[config.mk]
export PLATFORM = sky130hd
export DESIGN_NAME = lcc_table
export DESIGN_NICKNAME = d
export VERILOG_FILES = /design/src/hdl/lcc_pkg.sv /design/src/hdl/lcc_table.sv
export SDC_FILE = /design/constraint.sdc
export NUM_CORES = 2
export LEC_CHECK = 0
export BUFFER_PORTS_ARGS = -buffer_cell sky130_fd_sc_hd__buf_2
export CAP_MARGIN = 20
export CORE_ASPECT_RATIO = 1.4
export CORE_UTILIZATION = 50
export CTS_CLUSTER_DIAMETER = 60
export DETAILED_ROUTE_END_ITERATION = 6
export PLACE_DENSITY = 0.66
export SLEW_MARGIN = 20
export SYNTH_ARGS = -nofsm -noshare
export SYNTH_HDL_FRONTEND = slang
export SYNTH_SLANG_ARGS = --single-unit
export TNS_END_PERCENT = 10
[constraint.sdc]
create_clock -name clk -period 5.44 [get_ports clk]
set_clock_uncertainty 0.1 [all_clocks]
set_input_delay 0.816 -clock clk [delete_from_list [all_inputs] [get_ports clk]]
set_output_delay 0.816 -clock clk [all_outputs]
set_load 0.02 [all_outputs]
[src/hdl/lcc_pkg.sv]
// ----------------------------------------------------------------------------
// lcc_pkg
// Types, codes and widths shared by the chunk cache modules.
// ----------------------------------------------------------------------------
package lcc_pkg;

  localparam int ENTRIES_DEF     = 32;
  localparam int CHUNK_BYTES_DEF = 4194304;

  localparam int FILE_W      = 16;
  localparam int CHUNK_W     = 24;
  localparam int SIZE_W      = 23;
  localparam int STAMP_W     = 64;
  localparam int BUDGET_W    = 41;
  localparam int SLOT_W      = 5;
  localparam int COUNT_W     = 6;
  localparam int TOTAL_OUT_W = 28;
  // Entry indexes and counts for any table size up to 63 entries.
  localparam int IDX_MAX_W   = 6;

  localparam logic [BUDGET_W-1:0] BUDGET_RESET = 41'd268435456;

  typedef enum logic [1:0] {
    MODE_ACCESS = 2'd0,
    MODE_INVAL  = 2'd1,
    MODE_CLEAR  = 2'd2,
    MODE_TRIM   = 2'd3
  } mode_t;

  typedef enum logic [2:0] {
    KIND_HIT    = 3'd0,
    KIND_INSERT = 3'd1,
    KIND_FAIL   = 3'd2,
    KIND_EVICT  = 3'd3,
    KIND_INVAL  = 3'd4,
    KIND_CLEAR  = 3'd5,
    KIND_TRIM   = 3'd6
  } kind_t;

  typedef enum logic [2:0] {
    ST_IDLE,
    ST_SCAN,
    ST_DECIDE,
    ST_EVICT,
    ST_INSERT
  } state_t;

  typedef struct packed {
    logic [FILE_W-1:0]  file;
    logic [CHUNK_W-1:0] chunk;
    logic [SIZE_W-1:0]  size;
    logic [STAMP_W-1:0] stamp;
  } entry_t;

  typedef struct packed {
    logic                 hit_found;
    logic [IDX_MAX_W-1:0] hit_slot;
    logic [SIZE_W-1:0]    hit_size;
    logic                 free_found;
    logic [IDX_MAX_W-1:0] free_slot;
    logic                 old_found;
    logic [IDX_MAX_W-1:0] old_slot;
    logic [FILE_W-1:0]    old_file;
    logic [CHUNK_W-1:0]   old_chunk;
    logic [SIZE_W-1:0]    old_size;
    logic [COUNT_W-1:0]   valid_cnt;
    logic [COUNT_W-1:0]   file_cnt;
  } scan_res_t;

endpackage

[src/hdl/lcc_table.sv]
// ----------------------------------------------------------------------------
// lcc_table
// Entry storage: one write port, one registered read port, valid flags.
// ----------------------------------------------------------------------------
module lcc_table #(
  parameter int ENTRIES = lcc_pkg::ENTRIES_DEF
) (
  input  logic                       clk,
  input  logic                       rst_n,
  input  logic [$clog2(ENTRIES)-1:0] rd_addr,
  output lcc_pkg::entry_t            rd_data_r,
  output logic                       rd_vld_r,
  input  logic                       wr_en,
  input  logic [$clog2(ENTRIES)-1:0] wr_addr,
  input  lcc_pkg::entry_t            wr_data,
  input  logic                       clr_en,
  input  logic [$clog2(ENTRIES)-1:0] clr_addr,
  input  logic                       clr_all
);

  lcc_pkg::entry_t    mem_r [ENTRIES];
  logic [ENTRIES-1:0] valid_r;

  always_ff @(posedge clk) begin
    if (wr_en) begin
      mem_r[wr_addr] <= wr_data;
    end
    rd_data_r <= mem_r[rd_addr];
  end

  // A write marks the entry valid and wins over a single clear; clear-all wins over everything.
  always_ff @(posedge clk) begin
    if (!rst_n) begin
      valid_r  <= '0;
      rd_vld_r <= 1'b0;
    end else begin
      rd_vld_r <= valid_r[rd_addr];
      if (clr_all) begin
        valid_r <= '0;
      end else begin
        if (clr_en) begin
          valid_r[clr_addr] <= 1'b0;
        end
        if (wr_en) begin
          valid_r[wr_addr] <= 1'b1;
        end
      end
    end
  end

endmodule

; Yosys cells after proc, flatten, opt, wreduce, memory -nomap -nowiden
; Memories as Yosys holds them, arrays and structs flattened. A register that Yosys moved wholly into a read port is not among the register bits.
; Cells that the tools add are included.
[classes]
magnitude_cmp = 5
bitwise_logic = 4
n_mux = 12
n_reduce_logical = 3
[op_table]
columns = operator, count
row1 = two-way mux 32 bit, 4
row2 = AND 32 bit, 1
row3 = inverter 32 bit, 1
row4 = bitwise OR 32 bit, 1
row5 = "less-than comparator 5 x 6 -> 1 bit, second input constant", 3
row6 = demux 1 bit (select 5 bit), 2
row7 = ">= comparator 5 x 1 -> 1 bit, second input constant", 2
row8 = binary-select mux 1 bit (select 5 bit), 1
row9 = two-way mux 1 bit, 5
row10 = logical AND 1 bit, 2
row11 = OR reduction 2 bit, 1
row12 = inverter 1 bit, 1
[word_totals]
reg_bits = 33
memories = 1
word_cells = 27
ramBits = 4064
input_bits = 147
out_inout_bits = 128
[mem_list]
columns = name, words, width, rd, rd_ports_with_merged_regs, write_ports, line_no
row1 = mem_r, 32, 127, 1, 1, 1, lcc_table.sv:21  ; lcc_pkg::entry_t mem_r [ENTRIES];

; Depth between registers and ports, before layout
[depth]
ltp_word = 11
mapped_depth = 8
ltp_nobuf = 4

; Worst setup path after synthesis
; No wires, ideal clock.
[synth_path]
kind = input port to flip-flop
startpoint = in wr_addr[0]
endpoint = mem mem_r[0][0] (netlist bit), enable pin
setup_slack_ps = 904
required_ps = 4861
cell_stages = 3
n_path_buf = 0
t_arrival_ps = 3957
setup_ps = 479
cell_sequence = nor3b_1 nand2_1 inv_1
[synth_lines]
columns = item, line_no
row1 = from (decl), lcc_table.sv:14  ; input logic [$clog2(ENTRIES)-1:0] wr_addr,
row2 = to (decl), lcc_table.sv:21
; Straight into the memory's write port.

==> results by group <==
STA
  • Worst slew pin tran: about 1.0 ns
  • Setup TNS: 0 ns
  • RSZ-0062 raised after global routing: false
  • Final Setup Violations: 0
  • Final Hold Fails: 0
  • Tcrit/Tclk final: 0.511
  • Final Hold Slack: approximately 0.11 ns
  • Highest Clock Rate: about 0.36 GHz
  • Max Slew Vio Count: 0
  • Slew margin rel.: 0.305
  • Minimum clock period: 2.78 ns

Power and ir drop
  • Peak VDD IR: between 0.0002 and 0.0003 V
  • LEAKAGE: ~56 nW
  • Clock power frac: 0.414
  • Seq pwr share: 0.538
  • Switching pwr: between 10 and 15 mW
  • Switching Fraction: 0.207
  • Total internal power: about 54 mW
  • Combinational group share of total power: 0.048
  • PwrDens: around 380 nW/um2

Die
  • Die area: 318000 um2
  • Initial Utilization: 0.503
  • Die X: between 400 and 500 um
  • Core Area: ~310000 um2
  • Die height: around 670 um
  • I/O pins: around 280
  • Row count: between 200 and 250

Detailed routing
  • Vias per inst: approximately 6.3
  • Antenna Nets Post-Route: 0
  • Met3 WL: 27600 um
  • Vias: 71000
  • Routed WL: 393000 um
  • Wire length per cell: about 35 um
  • Metal-1 WL: 149000 um
  • Remaining DRCs: 0
  • Met2 WL: a little over 200000 um
  • Max Used Layer: met5
  • DRT Pass-1 Iters: 6
  • First-iteration detailed-routing DRC count: about 8600

Yosys
  • Seq cells post-synth: roughly 4200
  • Post-synth EDFFs: between 4000 and 5000
  • Post-synthesis cell type count: 29
  • Syn Area/Cell: 25.8 um2
  • Post-Syn Instances: 6107
  • Cell Area, Synth: about 160000 um2
  • Primary FF master, synth: edfxtp_1
  • Async set-reset flop share out of synthesis: 0
  • Mapped Nets: 6254
  • Register area share after synthesis: 0.795
  • Number of synthesis warnings: 0

Global route
  • Total Routing Usage GR: 0.248
  • Largest net degree at the start of global routing: 101
  • Wire length of the first global-routing pass: between 500000 and 600000 um
  • Initial antenna violation count: 74
  • Vias in the first global route: 73400
  • Global route overflow: 0

Hold path
  • Hold/Removal Path Class: in -> reg

Placed design
  • Gpl congestion: ~0.76
  • IO buf count: about 270
  • Final HPWL DP: a little over 200000 um
  • Placed Instances: roughly 10000

Clocking
  • H-tree depth: 5
  • Cts hold-fix bufs: 0
  • CTS tree: yes
  • Num Clock Sinks: roughly 4200
  • Post-CTS Setup Inserts: 0
  • Root Driver: clkbuf_16
  • Clock Latency Late Sink: 0.92 ns
  • Number of buffers created by CTS: 391
  • CTS clock-pin slew for the worst setup and hold paths: 0.06 ns
  • Bufs on Longest Clock Path: 4
  • PostCTS Resize Cnt: 0

Worst setup path
  • Worst path required time: between 6 and 7 ns
  • Max Fanout on Critical Path: between 70 and 80
  • Arrival time at the worst endpoint: approximately 3.5 ns
  • WS Path Type: in -> reg
  • Critical Path End Type: flip-flop
  • CP peak stage delay: 0.56 ns
  • Most used cell, CP: buf_12
  • Slowest CP cell: mux4_2
  • Worst Setup Start Kind: input pin
  • Cells along the critical path: buf_12 -> buf_12 -> buf_12 -> mux4_2 -> mux4_2 -> mux2_2

Run
  • Maxcap violations: 0

Finish
  • Synthesis-to-layout area growth: 13.7%
  • Share of layout cells above drive strength 1: 0.362
  • Cell Count, Final, Fillers Out: 11200
  • Nets: 6848

Outcome
  • Outcome: finished, final reports clean
-- layout by cell type (no fill, tap or decap), drive strengths merged, types with 2 or more instances in the layout --
cell and instances:
o21ai 33, clkbuf 503, and2 2, nor2b 3
a21oi 32, edfxtp 4064, nand3b 5, mux2 128
inv 49, nor3b 3, a211oi 2, nand2 36
mux4 1277, a22oi 2, bufinv 45, nand3 3
clkinvlp 22, diode 25, and3 2, and3b 3
buf 507, or3b 3, clkinv 140, nor2 6
dfxtp 160
-- routing by layer --
metal  global-route usage  up-vias
met5                    0        -
met3               0.0347      582
met1                0.331    39400
li1                     -    27900
met4               0.0639       30
met2                0.431     3123
-- path summary, 6_finish.rpt --
check,start,end,slack (ns),cells after the start
max,rd_addr[0],rd_data_r[4]$_DFF_P_,2.66,6
min,rst_n,rd_vld_r$_SDFF_PN0_,0.11,2
max reg2reg,mem_r[26][9]$_DFFE_PP_,rd_data_r[9]$_DFF_P_,3.43,3
min reg2reg,valid_r[29]$_SDFF_PP0_,valid_r[29]$_SDFF_PP0_,0.39,2
-- critical path: cells and delay by family --
| family | cells | cell delay (ns) |
|---|---|---|
| multiplexers | 3 | 1.32 |
| buffers and inverters | 3 | 1.15 |
-- cells by family after synthesis --
group,synth area share
multiplexers,0.192
buffers and inverters,0.00931
AND/OR/NAND/NOR,0.00220
AO/OA/AOI/OAI,0.00237
flip-flops,0.795
-- metrics by stage --
stage                util  total power [mW]  worst slack (ns)  instance area (um2)
detailed placement  0.531              40.4              1.72               166000
finish              0.572              67.6              2.66               179000
global route        0.572              69.2              2.54               179000
global placement    0.531              40.3              1.72               166000
floorplan               -              38.9             0.904               158000
CTS                 0.572              67.9              2.60               179000
-- flip-flops by register name (all words and copies together) (netlist names) --
name	cells
mem_r	4064
rd_data_r	127
valid_r	32
rd_vld_r	1
-- synth_stat cells, types with 3 or more instances --
library cell | n | area share
edfxtp_1 | 4064 | 0.77
nor2b_1 | 3 | 0.00012
mux4_2 | 1277 | 0.18
nand3b_1 | 5 | 0.00024
buf_2 | 75 | 0.0024
buf_4 | 24 | 0.0011
buf_1 | 29 | 0.00069
a21oi_1 | 32 | 0.0010
or3b_2 | 3 | 0.00017
dfxtp_1 | 160 | 0.020
inv_1 | 32 | 0.00076
o21ai_0 | 33 | 0.0010
mux2_2 | 128 | 0.0091
nand2_1 | 36 | 0.00086
nor2_1 | 6 | 0.00014
and3b_1 | 3 | 0.00017
clkbuf_1 | 176 | 0.0042
nand3_1 | 3 | 0.000095
nor3b_1 | 3 | 0.00014
-- cell type report --
| type | instances | area, um2 |
|---|---|---|
| fillers | 22100 | 134000 |
| repair buffers | 507 | 4400 |
| diodes | 25 | 62.6 |
| well taps | 4165 | 5210 |
| inverters | 32 | 360 |
| flip-flops and latches | 4224 | 125000 |
| clock inverters | 224 | 2410 |
| clock buffers | 503 | 10600 |
| multi-input cells | 1545 | 30900 |
-- power by group through the flow --
stage | Clock, mW | Sequential (mW) | Combinational, mW
after floorplan | 0 | 37.1 | 1.80
after global placement | 0 | 37.1 | 3.22
after detailed placement | 0 | 37.1 | 3.28
after CTS | 28.3 | 36.4 | 3.29
after global routing | 29.4 | 36.4 | 3.43
final | 27.9 | 36.4 | 3.24
Power figures use the tool's default switching activity.
