$ cat src/hdl/lcc_pkg.sv
// ----------------------------------------------------------------------------
// lcc_pkg
// Types, codes and widths shared by the chunk cache modules.
// ----------------------------------------------------------------------------
package lcc_pkg;

  localparam int ENTRIES_DEF     = 32;
  localparam int CHUNK_BYTES_DEF = 4194304;

  localparam int FILE_W      = 16;
  localparam int CHUNK_W     = 24;
  localparam int SIZE_W      = 23;
  localparam int STAMP_W     = 64;
  localparam int BUDGET_W    = 41;
  localparam int SLOT_W      = 5;
  localparam int COUNT_W     = 6;
  localparam int TOTAL_OUT_W = 28;
  // Entry indexes and counts for any table size up to 63 entries.
  localparam int IDX_MAX_W   = 6;

  localparam logic [BUDGET_W-1:0] BUDGET_RESET = 41'd268435456;

  typedef enum logic [1:0] {
    MODE_ACCESS = 2'd0,
    MODE_INVAL  = 2'd1,
    MODE_CLEAR  = 2'd2,
    MODE_TRIM   = 2'd3
  } mode_t;

  typedef enum logic [2:0] {
    KIND_HIT    = 3'd0,
    KIND_INSERT = 3'd1,
    KIND_FAIL   = 3'd2,
    KIND_EVICT  = 3'd3,
    KIND_INVAL  = 3'd4,
    KIND_CLEAR  = 3'd5,
    KIND_TRIM   = 3'd6
  } kind_t;

  typedef enum logic [2:0] {
    ST_IDLE,
    ST_SCAN,
    ST_DECIDE,
    ST_EVICT,
    ST_INSERT
  } state_t;

  typedef struct packed {
    logic [FILE_W-1:0]  file;
    logic [CHUNK_W-1:0] chunk;
    logic [SIZE_W-1:0]  size;
    logic [STAMP_W-1:0] stamp;
  } entry_t;

  typedef struct packed {
    logic                 hit_found;
    logic [IDX_MAX_W-1:0] hit_slot;
    logic [SIZE_W-1:0]    hit_size;
    logic                 free_found;
    logic [IDX_MAX_W-1:0] free_slot;
    logic                 old_found;
    logic [IDX_MAX_W-1:0] old_slot;
    logic [FILE_W-1:0]    old_file;
    logic [CHUNK_W-1:0]   old_chunk;
    logic [SIZE_W-1:0]    old_size;
    logic [COUNT_W-1:0]   valid_cnt;
    logic [COUNT_W-1:0]   file_cnt;
  } scan_res_t;

endpackage

$ cat src/hdl/lcc_scan.sv
// ----------------------------------------------------------------------------
// lcc_scan
// Walks the table one entry a cycle and gathers lookup and victim results.
// ----------------------------------------------------------------------------
module lcc_scan #(
  parameter int ENTRIES = lcc_pkg::ENTRIES_DEF
) (
  input  logic                        clk,
  input  logic                        rst_n,
  input  logic                        start,
  input  logic [lcc_pkg::FILE_W-1:0]  key_file,
  input  logic [lcc_pkg::CHUNK_W-1:0] key_chunk,
  output logic [$clog2(ENTRIES)-1:0]  rd_addr,
  input  lcc_pkg::entry_t             ent,
  input  logic                        ent_vld,
  output logic                        done,
  output logic                        drop_now,
  output logic [$clog2(ENTRIES)-1:0]  drop_slot,
  output lcc_pkg::scan_res_t          res
);

  localparam int IDX_W = $clog2(ENTRIES);
  localparam int IW    = lcc_pkg::IDX_MAX_W;
  localparam logic [IDX_W-1:0] LAST = IDX_W'(ENTRIES - 1);

  logic                          run_r;
  logic [IDX_W-1:0]              addr_r;
  logic                          dv_r;
  logic [IDX_W-1:0]              didx_r;
  lcc_pkg::scan_res_t            res_r;
  lcc_pkg::scan_res_t            res_nxt;
  logic [lcc_pkg::STAMP_W-1:0]   old_stamp_r;
  logic [lcc_pkg::STAMP_W-1:0]   old_stamp_nxt;
  logic                          live;
  logic                          file_m;
  logic                          older;

  assign rd_addr   = addr_r;
  assign done      = dv_r && (didx_r == LAST);
  assign drop_now  = file_m;
  assign drop_slot = didx_r;
  assign res       = res_r;

  assign live   = dv_r && ent_vld;
  assign file_m = live && (ent.file == key_file);
  // Strict compare while walking upward keeps the lowest slot on a tie.
  assign older  = live && (!res_r.old_found || (ent.stamp < old_stamp_r));

  always_comb begin
    res_nxt       = res_r;
    old_stamp_nxt = old_stamp_r;
    if (file_m && (ent.chunk == key_chunk) && !res_r.hit_found) begin
      res_nxt.hit_found = 1'b1;
      res_nxt.hit_slot  = IW'(didx_r);
      res_nxt.hit_size  = ent.size;
    end
    if (dv_r && !ent_vld && !res_r.free_found) begin
      res_nxt.free_found = 1'b1;
      res_nxt.free_slot  = IW'(didx_r);
    end
    if (older) begin
      res_nxt.old_found = 1'b1;
      res_nxt.old_slot  = IW'(didx_r);
      res_nxt.old_file  = ent.file;
      res_nxt.old_chunk = ent.chunk;
      res_nxt.old_size  = ent.size;
      old_stamp_nxt     = ent.stamp;
    end
    if (live) begin
      res_nxt.valid_cnt = res_r.valid_cnt + 1'b1;
    end
    if (file_m) begin
      res_nxt.file_cnt = res_r.file_cnt + 1'b1;
    end
  end

  always_ff @(posedge clk) begin
    if (!rst_n) begin
      run_r  <= 1'b0;
      dv_r   <= 1'b0;
      addr_r <= '0;
    end else begin
      dv_r <= run_r;
      if (start) begin
        run_r  <= 1'b1;
        addr_r <= '0;
      end else if (run_r) begin
        if (addr_r == LAST) begin
          run_r <= 1'b0;
        end else begin
          addr_r <= addr_r + 1'b1;
        end
      end
    end
  end

  always_ff @(posedge clk) begin
    didx_r <= addr_r;
    if (start) begin
      res_r       <= '0;
      old_stamp_r <= '0;
    end else begin
      res_r       <= res_nxt;
      old_stamp_r <= old_stamp_nxt;
    end
  end

endmodule

$ cat config.mk
export PLATFORM = sky130hd
export DESIGN_NAME = lcc_scan
export DESIGN_NICKNAME = d
export VERILOG_FILES = /design/src/hdl/lcc_pkg.sv /design/src/hdl/lcc_scan.sv
export SDC_FILE = /design/constraint.sdc
export NUM_CORES = 1
export LEC_CHECK = 0
export ABC_AREA = 1
export BUFFER_PORTS_ARGS = -buffer_cell sky130_fd_sc_hd__buf_2
export CORE_MARGIN = 10
export CORE_UTILIZATION = 45
export CTS_CLUSTER_DIAMETER = 100
export DETAILED_ROUTE_END_ITERATION = 7
export PLACE_DENSITY = 0.67
export SETUP_SLACK_MARGIN = 0.1
export SYNTH_ARGS = -nofsm -noshare
export SYNTH_HDL_FRONTEND = slang
export SYNTH_SLANG_ARGS = --single-unit
$ cat constraint.sdc
create_clock -name clk -period 4.95 [get_ports clk]
set_clock_uncertainty 0.05 [all_clocks]
set_input_delay 1.485 -clock clk [delete_from_list [all_inputs] [get_ports clk]]
set_output_delay 1.485 -clock clk [all_outputs]
set_load 0.1 [all_outputs]
After elaboration in Yosys (flattened, before gate mapping) --
Cells that the tools add are included.
Operators by class: add/subtract/negate cells 3, order comparisons 1, eq/ne operators 4, multiplexer cells 3, bitwise operators 2, reduce and logical (&&, ||, !) cells 15
Operators with widths (count):
- $lt 64x64->1 | 1
- $eq 24x24->1 | 1
- $eq 16x16->1 | 1
- $add 6x1->6 const B | 2
- $eq 5x5->1 const B | 2
- $logic_and 1x1->1 | 8
- $add 5x1->5 const B | 1
- $logic_not 1->1 | 4
- $mux 1 | 3
- $not 1->1 | 2
- $reduce_and 2->1 | 1
- $reduce_or 2->1 | 1
- $logic_or 1x1->1 | 1
Word-level totals: register bits 192, input bits 171, output and inout port bits 131, word-level logic and storage cells 45

Logic depth before layout (Yosys ltp) --
Gate-level depths: netlist (run 1).
word-level depth 4, gate-level depth with buffers 20, mapped depth without buffers 18

Least setup slack after synthesis (run 1) --
OpenSTA, ideal clock, no wires.
kind flip-flop to output port, from register didx_r[2] (netlist: drop_slot[2]), to output port done, data arrival time 3.211 ns, required time 3.415 ns, slack 0.204 ns, stages on the path, launching flop included 3, buffers on the path 0, cells stage by stage dfxtp_1 > nand4_1 > nor3_1
Between the ends: longest elaborated chain between the ends 2
Ends and longest elaborated chain:
- start, declared | line lcc_scan.sv:29 | logic [IDX_W-1:0] didx_r;
- start signal, assigned | line lcc_scan.sv:98 | didx_r <= addr_r;
- $eq 5x5->1 | line lcc_scan.sv:39 | assign done = dv_r && (didx_r == LAST);
- $logic_and 1x1->1 | line lcc_scan.sv:39
- end, declared | line lcc_scan.sv:16 | output logic done,
No other way between the ends.

Final worst setup path (run 1) --
from input port ent[116] in the netlist's numbering, to output port drop_now
Between the ends: longest elaborated chain between the ends 2
Ends and longest elaborated chain:
- start, declared | line lcc_scan.sv:14 | input lcc_pkg::entry_t ent,
- $eq 16x16->1 | line lcc_scan.sv:45 | assign file_m = live && (ent.file == key_file);
- $logic_and 1x1->1 | line lcc_scan.sv:45
- end, declared | line lcc_scan.sv:17 | output logic drop_now,
No other way between the ends.

==> metrics.yaml, run 1 <==
route:
  vias: 10300
  ant_nets: 0
  drt_pass1_iterations: 5
  drt_wl_total_um: 30200
  drt_iter0_drc: 729
  wire_per_inst_um: 14.3
  drc: 0
  detail_route.vias_per_cell: 4.85
sta:
  fin_crit_sh_pct: 86.9
  tightest_slew_ps: 1010
  setup_tns_ps: 0
  max_freq_mhz: 233
  finalSetupViolCount: 0
  slew_headroom_pct: 32.2
  rsz0062_at_grt: "no"
  setup_ws_ps: 649
  hold_violations: 0
  drv_slew: 0
  period_minus_slack_ps: 4300
setup_path:
  crit_path_top_delay_cell: "nor4_1"
  cp_cell_sequence: "buf_2 > inv_1 > nor2_1 > nor4_1 > nand4_1 > nor3b_4 > buf_12"
  cp_max_fo: 3
  startpoint_type: "input pin"
  worstPathArrival_ps: 2770
  slowest_delay_ps: 320
  critPathKind: "input pin to output port"
  required_ps: 3410
  setup.worst_path.end_class: "output port"
clock_tree:
  clk_latency_ps: 430
  clock_path_buffers: 2
  cts_setup_buffers: 0
  cts.clk_slew.worst_paths_ps: 80
  numCtsBuffers: 17
  cts_tree: "done"
  hold_buffers: 0
  cts-root-buf: "clkbuf_16"
  ctsResizeCount: 0
  clock-sinks: 192
  h-tree-depth: 4
placed_design:
  routabilityCongestion: 0.880
  portBuffers: 298
  pre_cts_ws_ps: 683
  dp_hpwl_um: 22600
  place_area_sq_mm: 0.0120
global_route:
  grt_max_degree: 135
  grt_overflow: 0
  grt_pass1_vias: 9272
  antenna_found_initial: 1
  grtUsageTotal_pct: 19.6
  grt_pass1_wl_um: 46800
floorplan:
  core_sq_mm: 0.0226
  dieWidth_um: 172
  core.rowCount: 55
  start_util_pct: 45.8
  io_pins: 302
  die_y_um: 172
  die_area_sq_mm: 0.0295
layout:
  mostFrequentLayoutCell: "buf_2"
  mostFrequentLayoutCells: "buf_2 (297), nand2_1 (273), inv_1 (272)"
  drive_above_1_share_pct: 19.3
  area_delta_synth_final_pct: 21.6
  num_antenna_cells: 0
  finalInstanceArea_sq_mm: 0.0126
  seq_area_sq_mm: 0.00384
  multi_input_area_sq_mm: 0.00513
  fin_nets: 2058
  num-fill-cells: 2284
outcome:
  outcome: "finished clean"
yosys:
  synth.cell_area_sq_mm: 0.0104
  async_reset_ff_share_pct: 0
  yosysUniqueCellTypes: 34
  synth_cells: 1575
  synth-main-ff-cell: "dfxtp_1"
  synth-seq-area-share_pct: 37.1
  avgSynthCellArea_sq_um: 6.58
  ys_seq_elements: 192
  synth-edff-count: 0
  yosysWarnings: 0
pwr:
  ir_worst_vdd_mv: 0.215
  p_leak_nw: 6.60
  power_density_mw_per_mm2: 297
worst_hold_path:
  hp-class: "flip-flop to flip-flop"
flow_run:
  max_cap_violations: 0
[cells by family (layout without fill, tap and decap cells)]
| family | Yosys count | after routing | synth area share [%] |
|---|---|---|---|
| XOR/XNOR | 14 | 14 | 1.18 |
| adder cells (fa/ha/maj) | 67 | 67 | 8.08 |
| flip-flops | 192 | 192 | 37.1 |
| AND/OR/NAND/NOR | 715 | 715 | 28.8 |
| buffers and inverters | 361 | 617 | 13.6 |
| other | 1 | 3 | 0.0362 |
| AO/OA/AOI/OAI | 225 | 225 | 11.2 |
[area by class of cell]
| type | instances | area share, % |
|---|---|---|
| inverters | 274 | 8.23 |
| repair buffers | 311 | 13.1 |
| flip-flops and latches | 192 | 30.5 |
| multi-input cells | 1024 | 40.7 |
| clock buffers | 17 | 3.37 |
| well taps | 285 | 2.83 |
| clock inverters | 15 | 1.31 |
[layer usage]
| metal | track usage [%] | routed length [um] |
|---|---|---|
| met5 | 0 | 0 |
| met4 | 5.55 | 466 |
| met3 | 6.76 | 2430 |
| met2 | 32.0 | 14200 |
| met1 | 23.8 | 13100 |
[worst max-delay path: cells and delay by family]
| family | cells | cell delay [ps] |
|---|---|---|
| AND/OR/NAND/NOR | 4 | 870 |
| buffers and inverters | 3 | 400 |
[power breakdown]
group	internal, mW	switching (mW)	total [mW]
registers	1.60	0.0299	1.63
clock network	0.682	0.692	1.37
logic	0.216	0.528	0.743
total	2.50	1.25	3.75
[final timing paths]
path	cells after the start	slack [ps]	startpoint	end
max	7	650	ent[116]	drop_now
min	0	350	rd_addr[4]	drop_slot[4]
max reg2reg	16	2270	old_stamp_r[59]	res[36]
min reg2reg	0	350	rd_addr[4]	drop_slot[4]
[cells in the mapped netlist, types with 17 or more instances]
| master | number | share of area, % |
|---|---|---|
| nor2_1 | 248 | 9.0 |
| nor3_1 | 17 | 0.82 |
| dfxtp_1 | 192 | 37 |
| a21oi_1 | 182 | 8.8 |
| buf_1 | 24 | 0.87 |
| clkbuf_1 | 33 | 1.2 |
| ha_1 | 67 | 8.1 |
| o21ai_0 | 28 | 1.4 |
| nand3_1 | 144 | 6.9 |
| inv_1 | 272 | 9.8 |
| buf_2 | 25 | 1.2 |
| nand2_1 | 274 | 9.9 |
[stage by stage]
step | cells | hold WS [ps] | power [mW] | utilization (%)
global route | 2118 | 369 | 3.93 | 55.7
global placement | 2086 | 335 | 2.40 | 53.1
CTS | 2118 | 359 | 3.79 | 55.7
finish | 2118 | 349 | 3.75 | 55.7
floorplan | 1577 | 357 | 2.21 | -
detailed placement | 2086 | 348 | 2.41 | 53.1
[sequential cells by signal (all words and copies together) (netlist names)]
register	cells
drop_slot	5
dv_r	1
old_stamp_r	64
run_r	1
res	116
rd_addr	5
(Power assumes the default switching activity.)
==> inputs of run 2 (changes only) <==
Settings changed: RECOVER_POWER set to 100.
==> run 2 against run 1 <==
The flow now finishes with violations (max-capacitance violations, max-slew violations). Flip-flop and latch count is the same. Critical path type unchanged. Utilization is 0.96 points lower. Routed wire length about the same. Via count up 0.42%. Largest cell class unchanged.
==> metrics.yaml, run 2 (synthesized netlist as in run 1, its figures left out) <==
outcome:
  outcome: "finished, violations left"
  violations: "max-capacitance violations, max-slew violations"
setup_path:
  worstPathArrival_ps: 2990  # +220 ps
  cp_cell_sequence: "buf_2 > nand2_1 > nor4_1 > nand3_1 > nor3b_1 > buf_12"
  required_ps: 3410  # about the same
  reg2reg_to: "res[112]"
  crit_path_top_delay_cell: "nor3b_1"
  setup.worst_path.end_class: "output port"
  r2r_setup_slack_ps: 1730  # -540 ps
  startpoint_type: "input pin"
  rr_startpoint: "dv_r"
  cp_max_fo: 6  # +3
  slowest_delay_ps: 510  # +190 ps
  ff2ff_path_depth: 9  # -7
  critPathKind: "input pin to output port"
layout:
  fin_nets: 2058  # unchanged
  largest_reg_flops: 116  # unchanged
  mostFrequentLayoutCells: "nand2_1 (274), inv_1 (273), nor2_1 (248)"
  num_antenna_cells: 0  # unchanged
  num-fill-cells: 2357  # +3.2%
  seq_area_sq_mm: 0.00384  # unchanged
  mostFrequentLayoutCell: "nand2_1"
  area_delta_synth_final_pct: 19.5
  drive_above_1_share_pct: 11.9  # -7.4 points
  multi_input_area_sq_mm: 0.00511  # -0.39%
clock_tree:
  hold_buffers: 0  # unchanged
  h-tree-depth: 4  # unchanged
  ctsResizeCount: 0  # unchanged
  cts.clk_slew.worst_paths_ps: 80  # about the same
  cts_tree: "done"
  numCtsBuffers: 17  # unchanged
  clock-sinks: 192  # unchanged
  clk_latency_ps: 430  # about the same
  clock_path_buffers: 2  # unchanged
  cts-root-buf: "clkbuf_16"
  cts_setup_buffers: 0  # unchanged
floorplan:
  die_area_sq_mm: 0.0295  # unchanged
  io_pins: 302  # unchanged
  core.rowCount: 55  # unchanged
  core_sq_mm: 0.0226  # unchanged
  dieWidth_um: 172  # unchanged
  die_y_um: 172  # unchanged
  start_util_pct: 45.8  # unchanged
placed_design:
  dp_hpwl_um: 22600  # unchanged
  routabilityCongestion: 0.880  # unchanged
  portBuffers: 298  # unchanged
pwr:
  p_leak_nw: 6.02  # -8.8%
  totalPowerFinal_mw: 3.74  # -0.21%
  power_density_mw_per_mm2: 302  # +1.5%
  ir_worst_vdd_mv: 0.214  # -0.34%
route:
  vias: 10300  # +0.42%
  ant_nets: 0  # unchanged
  detail_route.vias_per_cell: 4.87  # +0.42%
  wire_per_inst_um: 14.2  # about the same
  wl_met2_um: 14300  # +0.63%
  routedLengthMet1_um: 13100  # about the same
  drt_pass1_iterations: 5  # unchanged
  top_layer_used: "met4"
  drt_wl_total_um: 30200  # about the same
  drt_iter0_drc: 714  # -2.1%
  wl_met3_um: 2390  # -1.6%
  drc: 0  # unchanged
sta:
  rsz0062_at_grt: "no"
  max_freq_mhz: 221  # -4.9%
  setup_tns_ps: 0  # unchanged
  finalSetupViolCount: 0  # unchanged
  tightest_slew_ps: 2250  # +1240 ps
  drv_slew: 165  # +165
  slew_headroom_pct: -50.0  # -82 points
  hold_violations: 0  # unchanged
  period_minus_slack_ps: 4520  # +223 ps
  fin_crit_sh_pct: 91.4  # +4.5 points
flow_run:
  max_cap_violations: 2  # +2
global_route:
  grt_pass1_wl_um: 46800  # unchanged
  grt_pass1_vias: 9272  # unchanged
  antenna_found_initial: 1  # unchanged
  grtUsageTotal_pct: 19.6  # unchanged
  grt_max_degree: 135  # unchanged
  grt_overflow: 0  # unchanged
worst_hold_path:
  holdPathStages: 0  # unchanged
  min_to: "drop_slot[4]"
  min-delay-start: "rd_addr[4]"
  hp-class: "flip-flop to flip-flop"
==> run 2: metrics by stage <==
stage | instances | util [%] | hold WS [ps] | area [sq um] | setup WS [ps]
finish | 2118 | 54.8 | 356 | 12400 | 426
CTS | 2118 | 55.7 | 359 | 12600 | 657
floorplan | 1577 | - | 357 | 10400 | 204
global route | 2118 | 54.8 | 370 | 12400 | 342
detailed placement | 2086 | 53.1 | 348 | 12000 | 683
global placement | 2086 | 53.1 | 335 | 12000 | 693
==> run 2: critical path: cells and delay by family <==
family	cells	cell delay, ps
simple gates	4	1170
buf+inv	2	330
==> run 2: power by group <==
| part | internal (mW) | total, mW | switching [mW] | leakage, nW |
|---|---|---|---|---|
| sequential | 1.60 | 1.63 | 0.0308 | 1.56 |
| combinational | 0.207 | 0.734 | 0.527 | 4.17 |
| clock | 0.682 | 1.37 | 0.693 | 0.287 |
==> run 2: area by class of cell <==
cell class                 count  share of cell area (%)
inverter                     274                    8.36
multi-input combinational   1024                    41.2
sequential                   192                    31.0
clock buffer                  17                    3.43
tap                          285                    2.88
clock inverter                15                    1.33
timing repair buffer         311                    11.8
==> run 2: worst max path at each step <==
stage / start / endpoint / slack, ps / cells past startpoint
finish: ent_vld / drop_now / 430 / 6
global route: ent_vld / drop_now / 340 / 6
CTS: ent[116] / drop_now / 660 / 7
detailed placement: ent[116] / drop_now / 680 / 7
global placement: ent[111] / drop_now / 690 / 7
floorplan: drop_slot[2] / done / 200 / 2
==> run 2: per-layer routing <==
layer	GRT usage [%]	vias to the layer above
met5	0	-
met4	5.55	0
met3	6.76	25
met2	32.0	256
met1	23.8	4618
li1	-	5414
